$ cat config.mk
export PLATFORM = sky130hd
export DESIGN_NAME = crchk_accum
export DESIGN_NICKNAME = d
export VERILOG_FILES = /design/src/rtl/crchk_pkg.sv /design/src/rtl/crchk_accum.sv
export SDC_FILE = /design/constraint.sdc
export NUM_CORES = 1
export LEC_CHECK = 0
export ABC_AREA = 1
export BUFFER_PORTS_ARGS = -buffer_cell sky130_fd_sc_hd__buf_4
export CORE_AREA = 3 3 82 162
export DETAILED_ROUTE_END_ITERATION = 8
export DIE_AREA = 0 0 85 165
export SLEW_MARGIN = 40
export SYNTH_ARGS = -nofsm -noshare
export SYNTH_HDL_FRONTEND = slang
export SYNTH_SLANG_ARGS = --single-unit
$ cat constraint.sdc
create_clock -name i_clk -period 4.5 [get_ports i_clk]
set_input_delay 0.9 -clock i_clk [delete_from_list [all_inputs] [get_ports i_clk]]
set_output_delay 0.9 -clock i_clk [all_outputs]
set_load 0.05 [all_outputs]
$ cat src/rtl/crchk_pkg.sv
// crchk_pkg: types and constants shared by the counter reply checker
// no dependencies; used by every rtl file of the block

package crchk_pkg;

    localparam int unsigned BYTE_W    = 8;
    localparam int unsigned SUM_W     = 10;
    localparam int unsigned GROUP_CNT = 4;

    localparam logic [BYTE_W-1:0] ACK_MARK     = 8'h55;
    localparam logic [BYTE_W-1:0] FAULT_MARK   = 8'h01;
    localparam logic [BYTE_W-1:0] KIND_COUNT   = 8'h02;
    localparam logic [BYTE_W-1:0] KIND_CLEAR_A = 8'h03;
    localparam logic [BYTE_W-1:0] KIND_CLEAR_B = 8'h04;
    localparam logic [BYTE_W-1:0] ZERO_BYTE    = 8'h00;

    typedef logic [GROUP_CNT-1:0][SUM_W-1:0] t_group_sums;

    // reply state after the current byte has been taken in
    typedef struct packed {
        logic [BYTE_W-1:0] running_sum;
        logic [BYTE_W-1:0] last_nonzero;
        logic              fault_seen;
        logic              ack_seen;
        t_group_sums       group_sums;
    } t_snap;

endpackage

$ cat src/rtl/crchk_accum.sv
// crchk_accum: per-reply state registers and byte update logic
// depends on crchk_pkg; feeds crchk_judge through a t_snap struct

module crchk_accum #(
    parameter int unsigned MAX_REPLY_LEN = 255
) (
    input  logic                         i_clk,
    input  logic                         i_rst_n,
    input  logic                         i_take,
    input  logic [crchk_pkg::BYTE_W-1:0] i_data_byte,
    input  logic                         i_last_byte,
    output crchk_pkg::t_snap             o_snap
);
    import crchk_pkg::*;

    localparam int unsigned POS_W = $clog2(MAX_REPLY_LEN + 1);
    localparam logic [POS_W-1:0] POS_MAX = POS_W'(MAX_REPLY_LEN);

    logic [POS_W-1:0] r_pos;
    logic [POS_W-1:0] n_pos;
    t_snap            r_state;
    t_snap            n_state;
    logic [POS_W-1:0] grp_off;
    logic [1:0]       grp_idx;
    logic             in_window;

    assign grp_off   = r_pos - POS_W'(4);
    assign grp_idx   = grp_off[3:2];
    assign in_window = (r_pos >= POS_W'(4)) && (r_pos <= POS_W'(19));

    always_comb begin
        n_state = r_state;
        n_pos   = r_pos;
        if (r_pos < POS_MAX) begin
            n_state.running_sum = r_state.running_sum + i_data_byte;
            if (i_data_byte != ZERO_BYTE) begin
                n_state.last_nonzero = i_data_byte;
            end
            if (r_pos == POS_W'(3) && i_data_byte == ACK_MARK) begin
                n_state.ack_seen = 1'b1;
            end
            if ((r_pos == POS_W'(4) || r_pos == POS_W'(8) || r_pos == POS_W'(12) ||
                 r_pos == POS_W'(16)) && i_data_byte == FAULT_MARK) begin
                n_state.fault_seen = 1'b1;
            end
            if (in_window) begin
                n_state.group_sums[grp_idx] = r_state.group_sums[grp_idx] +
                                              SUM_W'(i_data_byte);
            end
            n_pos = r_pos + POS_W'(1);
        end
    end

    always_ff @(posedge i_clk) begin
        if (!i_rst_n) begin
            r_pos   <= '0;
            r_state <= '0;
        end else if (i_take) begin
            if (i_last_byte) begin
                r_pos   <= '0;
                r_state <= '0;
            end else begin
                r_pos   <= n_pos;
                r_state <= n_state;
            end
        end
    end

    assign o_snap = n_state;

endmodule

==> results of run 1 <==
## path summary, 6_finish.rpt
| path | startpoint | endpoint | slack [ns] | cells after the start |
|---|---|---|---|---|
| max | r_pos[3]$_SDFFE_PN0P_ | o_snap[26] | 0.21 | 16 |
| min reg2reg | r_state[49]$_SDFFE_PN0P_ | r_state[49]$_SDFFE_PN0P_ | 0.46 | 2 |
| max reg2reg | r_pos[3]$_SDFFE_PN0P_ | r_state[6]$_SDFFE_PN0P_ | 1.47 | 16 |
| min | r_state[49]$_SDFFE_PN0P_ | r_state[49]$_SDFFE_PN0P_ | 0.46 | 2 |
## routing by layer
layer | GRT usage, % | up-vias | wire length (µm)
met1 | 20.62 | 2306 | 5208
met3 | 3.245 | 52 | 598
met2 | 43.41 | 159 | 8638
met5 | 0 | - | 0
met4 | 14.41 | 0 | 953
li1 | - | 2491 | -
## critical path, stage by stage (launching register included)
cell and delay [ns]:
dfxtp_2 0.38, inv_2 0.08, ha_2 0.39, inv_2 0.08, buf_4 0.17, a32oi_2 0.26, inv_1 0.09, fa_1 0.44
nand3b_1 0.18, nand2_1 0.12, nand3_1 0.11, nand2_1 0.07, nand2_1 0.06, nand2_2 0.16, nand2_1 0.09, and2_1 0.18
buf_4 0.18
## logic make-up after synthesis
logic type	count (synthesis)	synth area share [%]
flops	66	27.48
simple gates	333	31.54
xor+xnor	9	1.639
buf+inv	117	10.85
fa+ha+maj	26	7.078
compound gates	169	21.42
## power groups by stage
stage | Sequential, mW | Clock [mW] | Combinational [mW]
after CTS | 0.597 | 0.711 | 0.220
after detailed placement | 0.610 | 0 | 0.218
after floorplan | 0.609 | 0 | 0.148
after global placement | 0.610 | 0 | 0.217
after global routing | 0.598 | 0.732 | 0.237
final | 0.598 | 0.696 | 0.220
## cell type report
type	instances	area [µm²]	share of cell area [%]
Multi-Input combinational cell	537	2985	52.55
Sequential cell	66	1323	23.28
Timing Repair Buffer	78	585.6	10.31
Inverter	84	315.3	5.551
Clock buffer	11	232.7	4.097
Tap cell	147	183.9	3.238
Clock inverter	5	55.05	0.9692
## registers in the layout (all words and copies together) (netlist names)
signal	flops
r_pos	8
r_state	58
## placed cells by master, fill, tap and decap left out, drive strengths merged, types with 5 or more instances in the layout
master,synthesis,final
nor2,27,27
nand4,6,6
or2,5,5
a21oi,83,83
nor3,6,6
clkbuf,14,11
xnor2,5,5
o211ai,21,21
and2,17,17
buf,19,78
nand3,57,57
ha,24,24
o21a,11,11
nand2,209,209
dfxtp,66,66
inv,84,84
o21ai,43,43
## repair_timing
item / 4_1_cts / 5_1_grt
cloned: 0 / 0
endpoints found under the hold margin: 0 / 0
endpoints found under the setup margin: 4 / 22
buffers inserted: 0 / 0
gates resized for setup: 1 / 5
## per-stage QoR
stage | hold WS [ns] | setup slack (ns) | util [%] | instance area (µm²) | std cells
after floorplan | 0.4443 | 0.2049 | - | 4808 | 720
after global placement | 0.4519 | 0.4239 | 44.11 | 5379 | 912
after detailed placement | 0.4567 | 0.3213 | 44.11 | 5379 | 912
after CTS | 0.4659 | 0.01418 | 46.49 | 5669 | 928
after global routing | 0.4928 | 0.02347 | 46.58 | 5680 | 928
final | 0.4638 | 0.2116 | 46.58 | 5680 | 928
==> impl_metrics.ini, run 1 <==
[global_routing]
grt_remaining_overflow = 0
pin_count_of_the_biggest_net_entering_global_routing = 59
global_route.usage.total_pct = 22.21
grt_first_pass_wirelength_mm = 24.01
grt_antenna_before_repair = 0
number_of_global_route_vias_before_repair = 4881

[placement]
portBuffers = 69
dpl.hpwl_mm = 11.60
gp_routability_congestion = 0.9170

[route]
ant_nets = 0
route.vias.total = 5008
drt_first_iter_violations = 300
detail_route.wl_per_cell_um = 16.59
first_pass_iters = 5
routed_wl_mm = 15.40
vias_per_cell = 5.397
drt_drc_violations_left = 0

[critical_path]
worst_ep_required_time_ns = 3.60
critical_path_peak_fanout = 8
endpoint_kind = output pin
critical_path_arrival_ns = 3.39
critPathKind = register to output pin
startpoint_type = register

[logic_synthesis]
top_cell_type_by_total_area_after_synthesis = dfxtp_1
syn_area_per_cell_um2 = 6.678
synthFlopType = dfxtp_1
synthesis.nets = 758
synth.ff_latch_count = 66
yosys.cell_count.top_type = nand2_1
synth.yosys.warnings = 0
syn_area_mm2 = 0.004808
post-synth-top-area-fraction_pct = 27.48
synth-async-reset-ratio_pct = 0
synth.top_cells.by_count = nand2_1 (203), a21oi_1 (83), inv_1 (76)
netlist_instances = 720
synth-edff-count = 0
post_synth_main_area_contributors = dfxtp_1 (27%), nand2_1 (16%), a21oi_1 (8.6%)
synth_sequential_area_ratio_pct = 27.48
count_of_unique_library_cells_instantiated_by_yosys = 46

[cts]
cts.reportedPaths.clkPinSlew_ns = 0.06
clockRootBuffer = clkbuf_16
cts_hold_repair.buffers = 0
tritoncts = built
cts_made_buffers = 9
htree_levels = 3
cts_num_sinks = 66
cts-root-to-sink-buffers = 2
clkLatencyLatePin_ns = 0.34

[power]
totalPowerFinal_mw = 1.514
power.share.combinational_pct = 14.5
power_per_cell_area_mw_per_mm2 = 266.5
sequentialPowerShare_pct = 39.5
p_leak_nw = 2.550
power_frac_clock_pct = 46.0
p_sw_share_pct = 28.47
net-switching-power_mw = 0.4311
cellInternalPower_mw = 1.083
irDropWorstVdd_uv = 183.5

[die]
floorplan.die_area_mm2 = 0.01403
die_h_um = 165
rows = 57
core_area_mm2 = 0.01220
design.portCount = 70
initial_utilization_pct = 39.43
die_w_um = 85

[timing]
setup_total_negative_slack_ns = 0
worst_slew_margin_rel_pct = 52.17
report.final.slew_viol_count = 0
rsz0062_at_grt = no
timing.final.crit_share_pct = 95.30
achievable-frequency_mhz = 233.2
hold_viol_final = 0
shortest_clock_period_the_worst_path_allows_after_layout_ns = 4.288
setup-violations-final = 0
worst-slew-pin-transition_ns = 0.7175
timing.clock.skew_ns = 0.008612

[finish]
fill_cells = 1262
syn2layout_area_growth_pct = 18.14
final_layout_size_suffix_gt1_share_pct = 18.31
num_antenna_cells = 0
nNetsFinal = 814

[min_path]
min_path_type = register to register

[run]
max_cap_violations = 0

[status]
run_status = complete, no violations
No activity file was read; power rests on OpenSTA's default activity.
==> inputs of run 2 (changes only) <==
--- a/config.mk
+++ b/config.mk
@@ -10,6 +10,7 @@
 export CORE_AREA = 3 3 82 162
 export DETAILED_ROUTE_END_ITERATION = 8
 export DIE_AREA = 0 0 85 165
+export PLACE_DENSITY = 0.64
 export SLEW_MARGIN = 40
 export SYNTH_ARGS = -nofsm -noshare
 export SYNTH_HDL_FRONTEND = slang
==> impl_metrics.ini, run 2 (synthesized netlist as in run 1, its figures left out) <==
[die]
die_h_um = 165
core_area_mm2 = 0.01220
die_w_um = 85
rows = 57
floorplan.die_area_mm2 = 0.01403
initial_utilization_pct = 39.43
design.portCount = 70

[timing]
rsz0062_at_grt = no
worst-slew-pin-transition_ns = 0.7238
setup_total_negative_slack_ns = 0
worst_hold_slack_ns = 0.4672
final_critical_path_setup_slack_ns = 0.2960
timing.final.crit_share_pct = 93.42
setup-violations-final = 0
timing.clock.skew_ns = 0.006621
achievable-frequency_mhz = 237.9
shortest_clock_period_the_worst_path_allows_after_layout_ns = 4.204
report.final.slew_viol_count = 0
hold_viol_final = 0
worst_slew_margin_rel_pct = 51.74

[cts]
htree_levels = 3
cts_num_sinks = 66
cts_made_buffers = 9
cts_hold_repair.buffers = 0
tritoncts = built
clockRootBuffer = clkbuf_16
cts.reportedPaths.clkPinSlew_ns = 0.05
cts-root-to-sink-buffers = 2
clkLatencyLatePin_ns = 0.34
post_cts_buffers = 0

[route]
drt_first_iter_violations = 287
routed_wl_mm = 15.70
vias_per_cell = 5.509
drt_drc_violations_left = 0
detail_route.wl_per_cell_um = 16.95
route.vias.total = 5101
ant_nets = 0
first_pass_iters = 5

[finish]
max_flop_register = r_state
layout_common_cells = nand2_1 (202), a21oi_1 (83), buf_4 (76), inv_1 (74), dfxtp_1 (65)
final_layout_size_suffix_gt1_share_pct = 18.10
fill_cells = 1255
biggestRegsByFlops = r_state: 58 flops, r_pos: 8 flops
syn2layout_area_growth_pct = 18.71
nNetsFinal = 812
largest_reg_flops = 58
postLayoutCellArea_mm2 = 0.005708
num_antenna_cells = 0
layout.cells.most_common = nand2_1

[placement]
dpl.hpwl_mm = 11.76
portBuffers = 69
place_area_mm2 = 0.005364
pre_cts_slack_ns = 0.3395
gp_routability_congestion = 0.9818

[global_routing]
grt_first_pass_wirelength_mm = 24.95
grt_remaining_overflow = 0
grt_antenna_before_repair = 0
number_of_global_route_vias_before_repair = 5064
global_route.usage.total_pct = 22.72
pin_count_of_the_biggest_net_entering_global_routing = 58

[power]
irDropWorstVdd_uv = 192.8
p_leak_nw = 2.562
power_per_cell_area_mw_per_mm2 = 276.9

[critical_path]
worst_setup_path_endpoint = o_snap[38]
critical_path_peak_fanout = 11
r2r_start = r_pos[3]$_SDFFE_PN0P_
worst_setup_path_startpoint = r_pos[3]$_SDFFE_PN0P_
worst_ep_required_time_ns = 3.60
endpoint_kind = output pin
critPathKind = register to output pin
timing.reg2reg.setup_slack_ns = 1.56
startpoint_type = register
worst-r2r-cell-count = 16
critical_path_arrival_ns = 3.30
reg2reg_to = r_state[16]$_SDFFE_PN0P_

[min_path]
min_path_type = register to register

[run]
max_cap_violations = 0

[status]
run_status = complete, no violations
run 2: changes by cell type in the layout (fill, tap and decap cells not counted):
cell,delta
buf_4,-2
inv_2,-1
ha_2,-1
inv_1,+1
bufinv_16,+1
clkbuf_8,+1
ha_4,+1
clkbuf_1,-1
clkinvlp_4,-1
run 2: worst min-delay path by stage:
stage | from | to | slack, ns | depth (start not counted)
global placement | r_state[48]$_SDFFE_PN0P_ | r_state[48]$_SDFFE_PN0P_ | 0.45 | 2
global route | r_state[48]$_SDFFE_PN0P_ | r_state[48]$_SDFFE_PN0P_ | 0.49 | 2
CTS | r_state[49]$_SDFFE_PN0P_ | r_state[49]$_SDFFE_PN0P_ | 0.47 | 2
floorplan | r_state[41]$_SDFFE_PN0P_ | r_state[41]$_SDFFE_PN0P_ | 0.44 | 2
detailed placement | r_state[49]$_SDFFE_PN0P_ | r_state[49]$_SDFFE_PN0P_ | 0.46 | 2
finish | r_state[45]$_SDFFE_PN0P_ | r_state[45]$_SDFFE_PN0P_ | 0.47 | 2
run 2: final cells by class:
| cell class | instances | area, µm² | area share [%] |
|---|---|---|---|
| multi-input cells | 537 | 2995 | 52.48 |
| flip-flops and latches | 66 | 1323 | 23.17 |
| repair buffers | 76 | 570.5 | 9.996 |
| inverters | 84 | 315.3 | 5.524 |
| clock buffers | 11 | 242.7 | 4.253 |
| well taps | 147 | 183.9 | 3.222 |
| clock inverters | 5 | 77.57 | 1.359 |
run 2: metal layers:
| layer | GRT usage, % | part of all wire, % |
|---|---|---|
| met3 | 3.395 | 4.0 |
| met5 | 0 | 0 |
| met2 | 43.91 | 55 |
| met1 | 21.84 | 34 |
| met4 | 13.90 | 6.7 |
run 2: critical path, stage by stage (launching register included):
cell and delay, ns:
dfxtp_2 0.38, inv_2 0.10, ha_4 0.31, inv_1 0.08, buf_4 0.18, a32oi_2 0.26
inv_1 0.09, fa_1 0.43, nand3b_1 0.17, nand2_1 0.13, nand4_1 0.12, nand3_1 0.16
nand3_1 0.18, and2_1 0.21, buf_4 0.18
run 2: power breakdown:
group	switching (mW)	internal, mW	total (mW)
Sequential	0.00547	0.592	0.598
Combinational	0.156	0.0625	0.219
Clock	0.266	0.498	0.764
run 2: per-stage QoR:
step	power, mW	instances	util (%)
after detailed placement	0.8279	910	43.98
after CTS	1.593	926	46.63
final	1.581	926	46.80
after floorplan	0.7569	720	-
after global placement	0.8246	910	43.98
after global routing	1.635	926	46.80
run 2: what timing repair did:
action	CTS	global route
gates cloned	0	0
hold endpoints to repair	0	0
endpoints found under the setup margin	4	27
pin swaps	0	0
resized for setup	1	4
==> inputs of run 3 (changes only) <==
--- a/config.mk
+++ b/config.mk
@@ -7,9 +7,10 @@
 export LEC_CHECK = 0
 export ABC_AREA = 1
 export BUFFER_PORTS_ARGS = -buffer_cell sky130_fd_sc_hd__buf_4
-export CORE_AREA = 3 3 82 162
+export CORE_AREA = 2 2 81 161
+export CTS_BUF_LIST = sky130_fd_sc_hd__clkbuf_8
 export DETAILED_ROUTE_END_ITERATION = 8
-export DIE_AREA = 0 0 85 165
+export DIE_AREA = 0 0 83 163
 export PLACE_DENSITY = 0.64
 export SLEW_MARGIN = 40
 export SYNTH_ARGS = -nofsm -noshare
==> impl_metrics.ini, run 3 (synthesized netlist as in run 1, its figures left out) <==
[status]
run_status = complete, no violations

[route]
drt_drc_violations_left = 0
routed_wl_mm = 13.26
detail_route.wl_per_cell_um = 14.32
first_pass_iters = 5
route.vias.total = 4797
vias_per_cell = 5.180
ant_nets = 0
drt_first_iter_violations = 324

[finish]
multiInputGateArea_mm2 = 0.002983
instances_no_fill = 926
num_antenna_cells = 0
fill_cells = 1285
final_layout_size_suffix_gt1_share_pct = 17.91
final_core_utilization_pct = 44.88
max_flop_register = r_state
syn2layout_area_growth_pct = 15.82
layout_common_cells = nand2_1 (203), a21oi_1 (83), inv_1 (74), buf_4 (74), dfxtp_1 (65)
biggestRegsByFlops = r_state: 58 flops, r_pos: 8 flops
layout.cells.most_common = nand2_1
layout.area.seq_mm2 = 0.001325
largest_reg_flops = 58
nNetsFinal = 811
postLayoutCellArea_mm2 = 0.005569

[cts]
htree_levels = 3
cts_made_buffers = 9
cts-root-to-sink-buffers = 2
cts_hold_repair.buffers = 0
tritoncts = built
clockRootBuffer = clkbuf_8
clkLatencyLatePin_ns = 0.35
post_cts_buffers = 0
cts.reportedPaths.clkPinSlew_ns = 0.07
cts_num_sinks = 66

[critical_path]
startpoint_type = register
endpoint_kind = output pin
worst_setup_path_startpoint = r_pos[3]$_SDFFE_PN0P_
r2r_start = r_pos[3]$_SDFFE_PN0P_
critical_path_peak_fanout = 6
worst_ep_required_time_ns = 3.60
critPathKind = register to output pin
critical_path_arrival_ns = 3.29

[placement]
place_area_mm2 = 0.005360
place.detailed.instances = 912
portBuffers = 69
gp_routability_congestion = 0.8950
pre_cts_slack_ns = 0.4964
dpl.hpwl_mm = 9.605

[die]
floorplan.die_area_mm2 = 0.01353
design.portCount = 70
die_h_um = 163
core_area_mm2 = 0.01241
die_w_um = 83
initial_utilization_pct = 38.75
rows = 58

[global_routing]
pin_count_of_the_biggest_net_entering_global_routing = 58
grt_remaining_overflow = 0
grt_antenna_before_repair = 0
number_of_global_route_vias_before_repair = 4372
global_route.usage.total_pct = 19.70
grt_first_pass_wirelength_mm = 21.85

[min_path]
hold_path.startpoint = r_state[25]$_SDFFE_PN0P_
min_path_type = register to register

[power]
power_per_cell_area_mw_per_mm2 = 236.7
irDropWorstVdd_uv = 133.0
totalPowerFinal_mw = 1.318
p_leak_nw = 2.499

[timing]
timing.final.crit_share_pct = 93.04
timing.clock.skew_ns = 0.01162
hold_viol_final = 0
setup_total_negative_slack_ns = 0
shortest_clock_period_the_worst_path_allows_after_layout_ns = 4.187
worst-slew-pin-transition_ns = 0.7071
achievable-frequency_mhz = 238.9
report.final.slew_viol_count = 0
worst_slew_margin_rel_pct = 52.75
setup-violations-final = 0
final_critical_path_setup_slack_ns = 0.3133
worst_hold_slack_ns = 0.4671

[run]
max_cap_violations = 0
==> run 3: changes by cell type in the layout (fill, tap and decap cells not counted), moves of 2 or more <==
cell and change:
ha_2 +2, clkbuf_8 +10, buf_4 -2, clkbuf_16 -9
==> run 3: path summary, 6_finish.rpt <==
path / endpoint / slack, ns / cells past startpoint
setup / recovery: o_snap[38] / 0.31 / 16
hold / removal: r_state[25]$_SDFFE_PN0P_ / 0.47 / 2
setup reg to reg: r_state[18]$_SDFFE_PN0P_ / 1.58 / 16
hold reg to reg: r_state[25]$_SDFFE_PN0P_ / 0.47 / 2
==> run 3: worst max-delay path, stage by stage (launching register included) <==
cell	delay (ns)
dfxtp_4	0.37
inv_2	0.10
ha_2	0.32
inv_1	0.12
o21ai_0	0.09
o22ai_1	0.13
ha_2	0.22
inv_1	0.06
fa_1	0.38
nand3b_1	0.18
nand2_1	0.15
nand4_1	0.19
nand2_1	0.10
nand2_1	0.10
nand3_1	0.11
and2_1	0.13
buf_4	0.19
==> run 3: where the power goes <==
part / switching (mW) / internal [mW]
combinational: 0.152 / 0.0615
clock: 0.231 / 0.278
sequential: 0.00537 / 0.591
total: 0.388 / 0.931
==> run 3: area by class of cell <==
class | count | share of cell area, %
sequential | 66 | 23.79
clock buffer | 11 | 2.718
tap | 150 | 3.370
inverter | 84 | 5.662
timing repair buffer | 75 | 10.18
clock inverter | 3 | 0.7189
multi-input combinational | 537 | 53.56
==> run 3: layer usage <==
metal,part of all wire [%],wire [µm],vias up,GRT usage [%]
met1,46,6139,2160,26.99
met3,4.9,651,16,2.737
met2,47,6285,145,32.18
li1,-,-,2476,-
met4,1.4,185,0,5.738
met5,0,0,-,0
==> run 3: what timing repair did <==
| item | 4_1_cts | 5_1_grt |
|---|---|---|
| endpoints found under the setup margin | 0 | 27 |
| hold endpoints to repair | 0 | 0 |
| gates resized for setup | 0 | 7 |
